==> config.mk <==
export PLATFORM = sky130hd
export DESIGN_NAME = magnetometer_average_hard_iron
export DESIGN_NICKNAME = d
export VERILOG_FILES = /design/src/rtl/mhi_pkg.sv /design/src/rtl/mhi_div.sv /design/src/rtl/mhi_lane.sv /design/src/rtl/magnetometer_average_hard_iron.sv
export VERILOG_INCLUDE_DIRS = /design/src /design/src/rtl
export SDC_FILE = /design/constraint.sdc
export NUM_CORES = 2
export LEC_CHECK = 0
export BUFFER_PORTS_ARGS = -buffer_cell sky130_fd_sc_hd__buf_2
export CAP_MARGIN = 20
export CORE_ASPECT_RATIO = 0.5
export CORE_MARGIN = 8
export CORE_UTILIZATION = 65
export DETAILED_ROUTE_END_ITERATION = 12
export PLACE_DENSITY = 0.82
export SLEW_MARGIN = 20
export SYNTH_ARGS = -nofsm -noshare
export SYNTH_HDL_FRONTEND = slang
export SYNTH_SLANG_ARGS = --single-unit
==> constraint.sdc <==
create_clock -name clk_i -period 16.75 [get_ports clk_i]
set_input_delay 2.5125 -clock clk_i [delete_from_list [all_inputs] [get_ports clk_i]]
set_output_delay 2.5125 -clock clk_i [all_outputs]
set_load 0.03 [all_outputs]
==> src/rtl/magnetometer_average_hard_iron_macros.svh <==
// assertion macros used by the top-level rtl file
`ifndef MAGNETOMETER_AVERAGE_HARD_IRON_MACROS_SVH
`define MAGNETOMETER_AVERAGE_HARD_IRON_MACROS_SVH

// same-cycle implication, checked outside reset
`define MHI_ASSERT_NOW(label, clk, rstn, ante, cons, msg) \
  label: assert property (@(posedge clk) disable iff (!(rstn)) (ante) |-> (cons)) \
    else $error(msg);

// next-cycle implication, checked outside reset
`define MHI_ASSERT_NEXT(label, clk, rstn, ante, cons, msg) \
  label: assert property (@(posedge clk) disable iff (!(rstn)) (ante) |=> (cons)) \
    else $error(msg);

`endif

==> src/rtl/mhi_pkg.sv <==
`default_nettype none

package mhi_pkg;

  // sample and result widths
  localparam int SAMPLE_W  = 13;
  localparam int FIELD_W   = 14;
  localparam int NUM_AXES  = 3;

  // averaging window
  localparam int AVG_DEPTH = 10;
  localparam int SLOT_W    = (AVG_DEPTH > 1) ? $clog2(AVG_DEPTH) : 1;
  localparam int SUM_W     = SAMPLE_W + $clog2(AVG_DEPTH);

  // divide by window depth as multiply by rounded-up reciprocal
  localparam int RECIP_SH  = SUM_W + $clog2(AVG_DEPTH);
  localparam int RECIP_W   = SUM_W + 1;
  localparam int PROD_W    = SUM_W + RECIP_W;
  localparam logic [RECIP_W-1:0] RECIP =
    RECIP_W'(((2 ** RECIP_SH) + AVG_DEPTH - 1) / AVG_DEPTH);

  // item kinds on the request side
  typedef enum logic [1:0] {
    MODE_MEASURE   = 2'd0,
    MODE_CAL_BEGIN = 2'd1,
    MODE_CAL_POINT = 2'd2,
    MODE_CAL_END   = 2'd3
  } mode_e;

  typedef enum logic [1:0] {
    AXIS_X = 2'd0,
    AXIS_Y = 2'd1,
    AXIS_Z = 2'd2
  } axis_e;

  // pipeline load strobes from the top to each lane
  typedef struct packed {
    logic accept;
    logic s2_load;
  } pipe_ctrl_t;

  typedef logic signed [SAMPLE_W-1:0] sample_t;

  // power-up calibration values per axis
  function automatic sample_t max_rst(input axis_e axis);
    sample_t r;
    case (axis)
      AXIS_X:  r = SAMPLE_W'(454);
      AXIS_Y:  r = SAMPLE_W'(744);
      AXIS_Z:  r = SAMPLE_W'(452);
      default: r = '0;
    endcase
    return r;
  endfunction

  function automatic sample_t min_rst(input axis_e axis);
    sample_t r;
    case (axis)
      AXIS_X:  r = SAMPLE_W'(-718);
      AXIS_Y:  r = SAMPLE_W'(-503);
      AXIS_Z:  r = SAMPLE_W'(-704);
      default: r = '0;
    endcase
    return r;
  endfunction

  function automatic sample_t off_rst(input axis_e axis);
    sample_t r;
    case (axis)
      AXIS_X:  r = SAMPLE_W'(-132);
      AXIS_Y:  r = SAMPLE_W'(120);
      AXIS_Z:  r = SAMPLE_W'(-126);
      default: r = '0;
    endcase
    return r;
  endfunction

endpackage

`default_nettype wire

==> src/rtl/mhi_div.sv <==
`default_nettype none

module mhi_div (
  input  wire logic                                clk_i,
  input  wire logic                                load_i,
  input  wire logic signed [mhi_pkg::SUM_W-1:0]    sum_i,
  output logic signed [mhi_pkg::SAMPLE_W:0]        quot_o
);
  import mhi_pkg::*;

  logic [SUM_W-1:0]    mag;
  logic [PROD_W-1:0]   prod_d, prod_q;
  logic                neg_q;
  logic [SAMPLE_W-1:0] quot_mag;

  // magnitude times reciprocal
  assign mag    = sum_i[SUM_W-1] ? SUM_W'(-sum_i) : SUM_W'(sum_i);
  assign prod_d = PROD_W'(mag) * PROD_W'(RECIP);

  // product register
  always_ff @(posedge clk_i) begin
    if (load_i) begin
      prod_q <= prod_d;
      neg_q  <= sum_i[SUM_W-1];
    end
  end

  // quotient truncated toward zero, sign restored
  assign quot_mag = prod_q[RECIP_SH +: SAMPLE_W];
  assign quot_o   = neg_q ? -$signed({1'b0, quot_mag}) : $signed({1'b0, quot_mag});

endmodule

`default_nettype wire

==> src/rtl/mhi_lane.sv <==
`default_nettype none

module mhi_lane (
  input  wire logic                              clk_i,
  input  wire logic                              rst_ni,
  input  wire mhi_pkg::axis_e                    axis_i,
  input  wire mhi_pkg::pipe_ctrl_t               ctrl_i,
  input  wire mhi_pkg::mode_e                    mode_i,
  input  wire logic [mhi_pkg::SLOT_W-1:0]        slot_i,
  input  wire mhi_pkg::sample_t                  sample_i,
  output logic signed [mhi_pkg::FIELD_W-1:0]     field_o
);
  import mhi_pkg::*;

  sample_t                   ring_q [AVG_DEPTH];
  logic signed [SUM_W-1:0]   sum_d, sum_q;
  sample_t                   max_d, max_q, min_d, min_q, off_d, off_q;
  logic signed [SAMPLE_W:0]  mid_sum, mid_adj;
  logic signed [SUM_W-1:0]   s1_sum_q;
  sample_t                   s1_off_q, s2_off_q;
  logic signed [SAMPLE_W:0]  quot;

  // offset midpoint, truncated toward zero
  assign mid_sum = {max_q[SAMPLE_W-1], max_q} + {min_q[SAMPLE_W-1], min_q};
  assign mid_adj = mid_sum + {{SAMPLE_W{1'b0}}, mid_sum[SAMPLE_W] & mid_sum[0]};

  // state update for the item being accepted
  always_comb begin
    sum_d = sum_q;
    max_d = max_q;
    min_d = min_q;
    off_d = off_q;
    case (mode_i)
      MODE_MEASURE: begin
        sum_d = sum_q + SUM_W'(sample_i) - SUM_W'(ring_q[slot_i]);
      end
      MODE_CAL_BEGIN: begin
        max_d = sample_i;
        min_d = sample_i;
        off_d = '0;
      end
      MODE_CAL_POINT: begin
        if (sample_i > max_q) max_d = sample_i;
        if (sample_i < min_q) min_d = sample_i;
      end
      MODE_CAL_END: begin
        off_d = mid_adj[SAMPLE_W:1];
      end
      default: begin
        sum_d = sum_q;
      end
    endcase
  end

  // ring, running sum and calibration registers
  always_ff @(posedge clk_i or negedge rst_ni) begin
    if (!rst_ni) begin
      for (int i = 0; i < AVG_DEPTH; i++) ring_q[i] <= '0;
      sum_q <= '0;
      max_q <= max_rst(axis_i);
      min_q <= min_rst(axis_i);
      off_q <= off_rst(axis_i);
    end else if (ctrl_i.accept) begin
      if (mode_i == MODE_MEASURE) ring_q[slot_i] <= sample_i;
      sum_q <= sum_d;
      max_q <= max_d;
      min_q <= min_d;
      off_q <= off_d;
    end
  end

  // snapshot of updated sum and offset, and the offset passed on to stage two
  always_ff @(posedge clk_i) begin
    if (ctrl_i.accept) begin
      s1_sum_q <= sum_d;
      s1_off_q <= off_d;
    end
    if (ctrl_i.s2_load) begin
      s2_off_q <= s1_off_q;
    end
  end

  mhi_div u_div (
    .clk_i  (clk_i),
    .load_i (ctrl_i.s2_load),
    .sum_i  (s1_sum_q),
    .quot_o (quot)
  );

  // average minus hard-iron offset
  assign field_o = FIELD_W'(quot) - FIELD_W'(s2_off_q);

endmodule

`default_nettype wire

==> src/rtl/magnetometer_average_hard_iron.sv <==
// channel  | dir | tdata (low bit up)                          | tuser
// s_axis   | in  | raw_x[12:0] raw_y[25:13] raw_z[38:26], pad  | mode[1:0]
// m_axis   | out | field_x[13:0] field_y[27:14] field_z[41:28] | none
//
// one item per cycle sustained while the output is not stalled; each request gives one result
// three stages: state update and sum snapshot, reciprocal multiply, output register
// a stalled output fills the stages behind it before s_axis_tready_o drops
// reset clears the rings, the running sums and the write slot and loads the
// power-up calibration; there is no clearing pass
`default_nettype none

module magnetometer_average_hard_iron (
  input  wire logic         clk_i,
  input  wire logic         rst_ni,
  input  wire logic         s_axis_tvalid_i,
  output logic              s_axis_tready_o,
  input  wire logic [39:0]  s_axis_tdata_i,   // raw_x, raw_y, raw_z, zero pad
  input  wire logic [1:0]   s_axis_tuser_i,   // mode
  output logic              m_axis_tvalid_o,
  input  wire logic         m_axis_tready_i,
  output logic [47:0]       m_axis_tdata_o    // field_x, field_y, field_z, zero pad
);
  import mhi_pkg::*;

  `include "magnetometer_average_hard_iron_macros.svh"

  localparam logic [SLOT_W-1:0] SLOT_LAST = SLOT_W'(AVG_DEPTH - 1);

  logic                      s1_v_q, s2_v_q, out_v_q;
  logic                      out_free, s2_free, s2_move, s1_move, accept;
  logic [SLOT_W-1:0]         slot_d, slot_q;
  mode_e                     mode;
  pipe_ctrl_t                ctrl;
  sample_t                   sample   [NUM_AXES];
  logic signed [FIELD_W-1:0] field    [NUM_AXES];
  logic signed [FIELD_W-1:0] field_q  [NUM_AXES];

  // elastic pipeline moves
  assign out_free        = !out_v_q || m_axis_tready_i;
  assign s2_move         = s2_v_q && out_free;
  assign s2_free         = !s2_v_q || out_free;
  assign s1_move         = s1_v_q && s2_free;
  assign s_axis_tready_o = !s1_v_q || s2_free;
  assign accept          = s_axis_tvalid_i && s_axis_tready_o;

  assign mode         = mode_e'(s_axis_tuser_i);
  assign ctrl.accept  = accept;
  assign ctrl.s2_load = s1_move;

  // ring write slot
  always_comb begin
    slot_d = slot_q;
    if (accept && mode == MODE_MEASURE) begin
      slot_d = (slot_q == SLOT_LAST) ? '0 : slot_q + 1'b1;
    end
  end

  always_ff @(posedge clk_i or negedge rst_ni) begin
    if (!rst_ni) begin
      slot_q  <= '0;
      s1_v_q  <= 1'b0;
      s2_v_q  <= 1'b0;
      out_v_q <= 1'b0;
    end else begin
      slot_q <= slot_d;
      if (s_axis_tready_o) s1_v_q  <= s_axis_tvalid_i;
      if (s2_free)         s2_v_q  <= s1_v_q;
      if (out_free)        out_v_q <= s2_v_q;
    end
  end

  // one lane per axis
  for (genvar g = 0; g < NUM_AXES; g++) begin : g_lane
    assign sample[g] = s_axis_tdata_i[g*SAMPLE_W +: SAMPLE_W];

    mhi_lane u_lane (
      .clk_i    (clk_i),
      .rst_ni   (rst_ni),
      .axis_i   (axis_e'(g)),
      .ctrl_i   (ctrl),
      .mode_i   (mode),
      .slot_i   (slot_q),
      .sample_i (sample[g]),
      .field_o  (field[g])
    );
  end

  // merge lane results into the output register
  always_ff @(posedge clk_i) begin
    if (s2_move) begin
      for (int a = 0; a < NUM_AXES; a++) field_q[a] <= field[a];
    end
  end

  assign m_axis_tvalid_o = out_v_q;
  assign m_axis_tdata_o  = {6'b0, field_q[2], field_q[1], field_q[0]};

  `MHI_ASSERT_NOW(a_slot_range, clk_i, rst_ni, 1'b1, slot_q <= SLOT_LAST,
    "write slot past window depth")
  `MHI_ASSERT_NEXT(a_slot_step, clk_i, rst_ni, accept && mode == MODE_MEASURE,
    slot_q == (($past(slot_q) == SLOT_LAST) ? '0 : $past(slot_q) + 1'b1),
    "write slot did not advance on measure request")
  `MHI_ASSERT_NOW(a_no_bubble_stall, clk_i, rst_ni, !s_axis_tready_o,
    s1_v_q && s2_v_q && out_v_q, "request side stalled with a free stage")
  `MHI_ASSERT_NEXT(a_result_lands, clk_i, rst_ni, s2_move, out_v_q,
    "multiply stage moved but no result appeared")

endmodule

`default_nettype wire
; ---- Word level (Yosys, flattened, before mapping)
; Memory sizes are Yosys's and may differ from the RTL's.
; Index checks and enable logic that the tools add are counted.
[classes]
n_addsub = 22
n_lt_le_gt_ge = 8
multipliers = 3
n_reduce_logical = 20
bitwise = 4
n_eq_ne = 10
mux = 41
[op_table]
columns = operator, n
row1 = 130-bit bitwise mux, 3
row2 = 13-bit case mux with 2 select lines, 9
row3 = 13-bit 2-to-1 mux, 13
row4 = 13-bit binary-select mux with 4-bit select, 3
row5 = 17-bit 2-to-1 mux, 6
row6 = "17-bit by 16-bit multiplier with 32-bit output, second input constant", 3
row7 = 13-bit demux with 4-bit select, 1
row8 = 17-bit by 13-bit adder with 17-bit output, 3
row9 = 17-bit negation, 3
row10 = 17-bit by 13-bit subtractor with 17-bit output, 3
row11 = 13-bit by 13-bit adder with 14-bit output, 3
row12 = 14-bit by 1-bit adder with 14-bit output, 3
row13 = 14-bit 2-to-1 mux, 3
row14 = 13-bit negation with 14-bit output, 3
row15 = 14-bit by 13-bit subtractor with 14-bit output, 3
row16 = 13-bit greater-than comparator, 3
row17 = 13-bit < comparator, 3
row18 = 3-bit AND reduction, 6
row19 = "2-bit by 1-bit inequality test with 1-bit output, second input constant", 6
row20 = "5-bit >= comparator, second input constant", 1
row21 = 1-bit logical AND, 5
row22 = "5-bit by 1-bit < comparator with 1-bit output, second input constant", 1
row23 = 4-bit inverter with 5-bit output, 1
row24 = "4-bit by 1-bit adder with 4-bit output, second input constant", 1
row25 = 11 further kinds, 19
[word_totals]
out_inout_bits = 50
mem_count = 1
ramBits = 42
regBits = 793
in_bits = 46
word_cells = 170
[memory_table]
columns = name, words, width, read_ports, rd_clocked_by_memory_dff, write_ports, line_no
row1 = field_q, 3, 14, 3, 0, 3, magnetometer_average_hard_iron.sv:36  ; logic signed [FIELD_W-1:0] field_q [NUM_AXES];

; ---- Logic depth before layout (Yosys ltp)
[depth]
word_depth = 6
mapped_depth = 29
depth_no_buf = 29

; ---- Least setup slack after synthesis
; No wires, ideal clock.
[synth_timing]
path_type = register to register
from = reg g_lane[2].u_lane.s1_sum_q[0]
to = reg g_lane[2].u_lane.u_div.prod_q[32] (data pin)
stages_incl_launch_ff = 30
n_path_buf = 0
synth_period_minus_slack_ns = 7.604
setup_ns = 0.258
slack_ns = 9.146
t_arrival_ns = 7.346
required_ns = 16.492
path_cell_list = edfxtp_1 > inv_1 > ha_1 > nand2b_1 > or4_1 > or3_1 > or3_1 > or4b_1 > inv_1 > ha_1 > ha_1 > inv_1 > fa_1 > inv_1 > fa_1 > fa_1 > inv_1 > fa_1 > inv_1 > ha_1 > a2111oi_0 > o21ai_0 > a32o_1 > a31o_2 > a211oi_2 > a21oi_1 > a21oi_1 > o21bai_1 > a21oi_1 > xnor2_1
[synth_via]
elab_chain_cells = 3
[synth_rtl]
columns = element, line_no
row1 = "start, declared", mhi_lane.sv:19  ; logic signed [SUM_W-1:0] s1_sum_q;
row2 = "start signal, assigned", mhi_lane.sv:75  ; s1_sum_q <= sum_d;
row3 = 17-bit negation, mhi_div.sv:17  ; assign mag = sum_i[SUM_W-1] ? SUM_W'(-sum_i) : SUM_W'(sum_i);
row4 = 17-bit 2-to-1 mux (*), mhi_div.sv:17
row5 = 17-bit by 16-bit multiplier with 32-bit output (*), mhi_div.sv:18  ; assign prod_d = PROD_W'(mag) * PROD_W'(RECIP);
row6 = named net g_lane[2].u_lane.u_div.prod_d[32], mhi_div.sv:12  ; logic [PROD_W-1:0] prod_d, prod_q;
row7 = "end signal, assigned", mhi_div.sv:23  ; prod_q <= prod_d;
row8 = "end, declared", mhi_div.sv:12
; The timed path passes the listed nets; every way through them passes the cells marked *.
; A chain may end at the register's enable or synchronous reset.

; ---- Final worst setup path
; Ends and elaborated chain as after synthesis.

==> impl_metrics.toml <==
[setup_path]
crit_buf_inv = 5
crit_family = "adder cells"
worstSetupPathType = "reg2reg"
slowest_stage = "edfxtp_1"
worst_path_largest_cell_delay_ps = 530
cp.arrival_ps = 8900
r2r-end = "g_lane[2].u_lane.u_div.prod_q[32]$_DFFE_PP_"
cp-start-kind = "flop"
r2r_setup_slack_ps = 8250
critPathCaptureType = "flop"
cp.required_ps = 17150
r2r-start = "g_lane[2].u_lane.s1_sum_q[0]$_DFFE_PP_"
cp_common_cell = "inv_1"
r2r_cells = 29
path_max_fanout = 7

[floorplanning]
num_rows = 76
dieArea_mm2 = 0.0966
die_w_um = 432
die_h_um = 224
initial_core_util = 0.654
core-area_mm2 = 0.0858
io_pins = 96

[global_routing]
first_global_vias = 39800
antenna_found_initial = 13
grt_pass1_wl_um = 211000
grt_max_degree = 184
globalRouteOverflowTotal = 0
track_usage = 0.272

[clock_tree]
postCtsSetupBuffers = 0
clk_pin_slew_ps = 60
cts_hold_buf = 0
cts_resized = 0
insertion_delay_ps = 680
max-clock-path-buffers = 3
cts_tree = "yes"
clock-root-buffer = "clkbuf_16"
ctsHtreeMaxLevel = 3
numClockSinks = 778
cts_made_buffers = 71

[sta]
worst_pin_slew_ps = 1200
min_period_over_period = 0.508
layout_min_cycle_time_ps = 8500
setup_tns_ps = 0
setup_viol = 0
slew_violations = 0
finClkSkew_ps = 38.0
clock.fmax_ghz = 0.118
hold_violations = 0
rsz0062_at_grt = "false"
slew_headroom = 0.192

[finish]
area_growth_pct = 7.51
nets = 6120
drive_gt1_frac = 0.146
fill_cells = 5957
multi_input_area_mm2 = 0.0318
final-seq-area_mm2 = 0.0206

[route]
dr.pass1.iters = 6
drc = 0
routed_wl_um = 131000
drt_iter0_markers = 3205
routedWlPerCell_um = 20.5
vias_per_cell = 5.95
vias = 38100
ant_nets = 0

[outcome]
status = "finished, final reports clean"

[synthesis]
yosysSeqAreaShare = 0.367
synth_edf_count = 213
ys_warn_count = 0
netlist_area_mm2 = 0.0561
synthCells = 5103
synth_ff_type = "dfrtp_1"
avgSynthCellArea_um2 = 11.0
yosysUniqueCellTypes = 82
async_reset_ff_frac = 0.726
ys_seq_elements = 778

[placed_design]
io_buffers = 88
gp_congestion = 0.939
hpwl_um = 98800

[worst_hold_path]
holdPathStages = 0
hp-class = "reg2reg"
hold_end = "g_lane[0].u_lane.s2_off_q[7]$_DFFE_PP_"
min_from = "g_lane[0].u_lane.s1_off_q[7]$_DFFE_PP_"

[job]
maxCapViolations = 0
-- state kept, by name, summed over array words and instances, names as in the netlist --
signal / flops
field_q: 42
g_lane.u_lane.max_q: 39
g_lane.u_lane.min_q: 39
g_lane.u_lane.off_q: 39
g_lane.u_lane.ring_q: 390
g_lane.u_lane.s1_off_q: 39
g_lane.u_lane.s1_sum_q: 51
g_lane.u_lane.s2_off_q: 39
g_lane.u_lane.sum_q: 51
g_lane.u_lane.u_div.neg_q: 3
g_lane.u_lane.u_div.prod_q: 39
m_axis_tvalid_o: 1
s1_v_q: 1
s2_v_q: 1
slot_q: 4
-- placed cells by master (no fill, tap or decap), types with 87 or more instances in the layout --
master and count:
nand2_1 332, o21ai_0 338, edfxtp_1 213, ha_1 598
fa_1 309, a21oi_1 104, dfrtp_1 509, mux2_2 342
mux2i_1 115, nor2_1 132, xnor2_1 207, buf_2 87
inv_1 878
-- synthesized netlist by cell type (all sizes together) (69+ instances only) --
master / number / area (µm²)
inv: 879 / 3300
ha: 598 / 7480
dfrtp: 512 / 12800
mux2: 342 / 3850
o21ai: 341 / 1710
nand2: 334 / 1250
fa: 309 / 6190
edfxtp: 213 / 6400
xnor2: 208 / 1830
nor2: 141 / 529
mux2i: 115 / 1150
a21oi: 105 / 529
clkbuf: 87 / 327
xor2: 85 / 744
mux4: 78 / 1760
a21o: 69 / 518
-- worst max path at each step --
stage,slack (ps),end,startpoint,depth (start not counted)
floorplan,9150,g_lane[2].u_lane.u_div.prod_q[32]$_DFFE_PP_,g_lane[2].u_lane.s1_sum_q[0]$_DFFE_PP_,29
global placement,8370,g_lane[2].u_lane.u_div.prod_q[32]$_DFFE_PP_,g_lane[2].u_lane.s1_sum_q[0]$_DFFE_PP_,29
detailed placement,8260,g_lane[2].u_lane.u_div.prod_q[32]$_DFFE_PP_,g_lane[2].u_lane.s1_sum_q[0]$_DFFE_PP_,29
CTS,8230,g_lane[2].u_lane.u_div.prod_q[32]$_DFFE_PP_,g_lane[2].u_lane.s1_sum_q[0]$_DFFE_PP_,29
global route,7650,g_lane[2].u_lane.u_div.prod_q[32]$_DFFE_PP_,g_lane[2].u_lane.s1_sum_q[0]$_DFFE_PP_,29
finish,8250,g_lane[2].u_lane.u_div.prod_q[32]$_DFFE_PP_,g_lane[2].u_lane.s1_sum_q[0]$_DFFE_PP_,29
-- per-layer routing --
| metal | GRT usage | share of wire |
|---|---|---|
| met1 | 0.377 | 0.43 |
| met2 | 0.434 | 0.46 |
| met3 | 0.0607 | 0.080 |
| met4 | 0.0811 | 0.026 |
| met5 | 0 | 0.00046 |
-- through the flow --
stage | worst slack [ps] | hold WS (ps) | utilization | area [µm²] | cells
2_1_floorplan | 9150 | 400 | - | 56200 | 5108
3_3_place_gp | 8370 | 404 | 0.675 | 57900 | 6264
3_5_place_dp | 8260 | 405 | 0.675 | 57900 | 6264
4_1_cts | 8230 | 419 | 0.703 | 60300 | 6394
5_1_grt | 7650 | 419 | 0.704 | 60300 | 6402
6_report | 8250 | 420 | 0.704 | 60300 | 6403
-- final cells by class --
cell class | instances | share of cell area
multi-input cells | 3308 | 0.527
flip-flops and latches | 778 | 0.342
inverters | 879 | 0.0547
clock buffers | 96 | 0.0323
well taps | 1170 | 0.0243
repair buffers | 129 | 0.0128
clock inverters | 34 | 0.00749
diodes | 9 | 0.000373
-- kinds of logic after synthesis --
family	after synthesis	share of synthesized area
XOR/XNOR	293	0.0459
multiplexers	535	0.120
adder cells (fa/ha/maj)	907	0.244
buffers and inverters	1022	0.0690
other	1	0.0000668
flip-flops	778	0.367
AO/OA/AOI/OAI	801	0.0902
AND/OR/NAND/NOR	766	0.0640
Power is left out: the tool's default activity adds up to more than one toggle a clock period on the data nets, which glitch-free logic cannot reach.
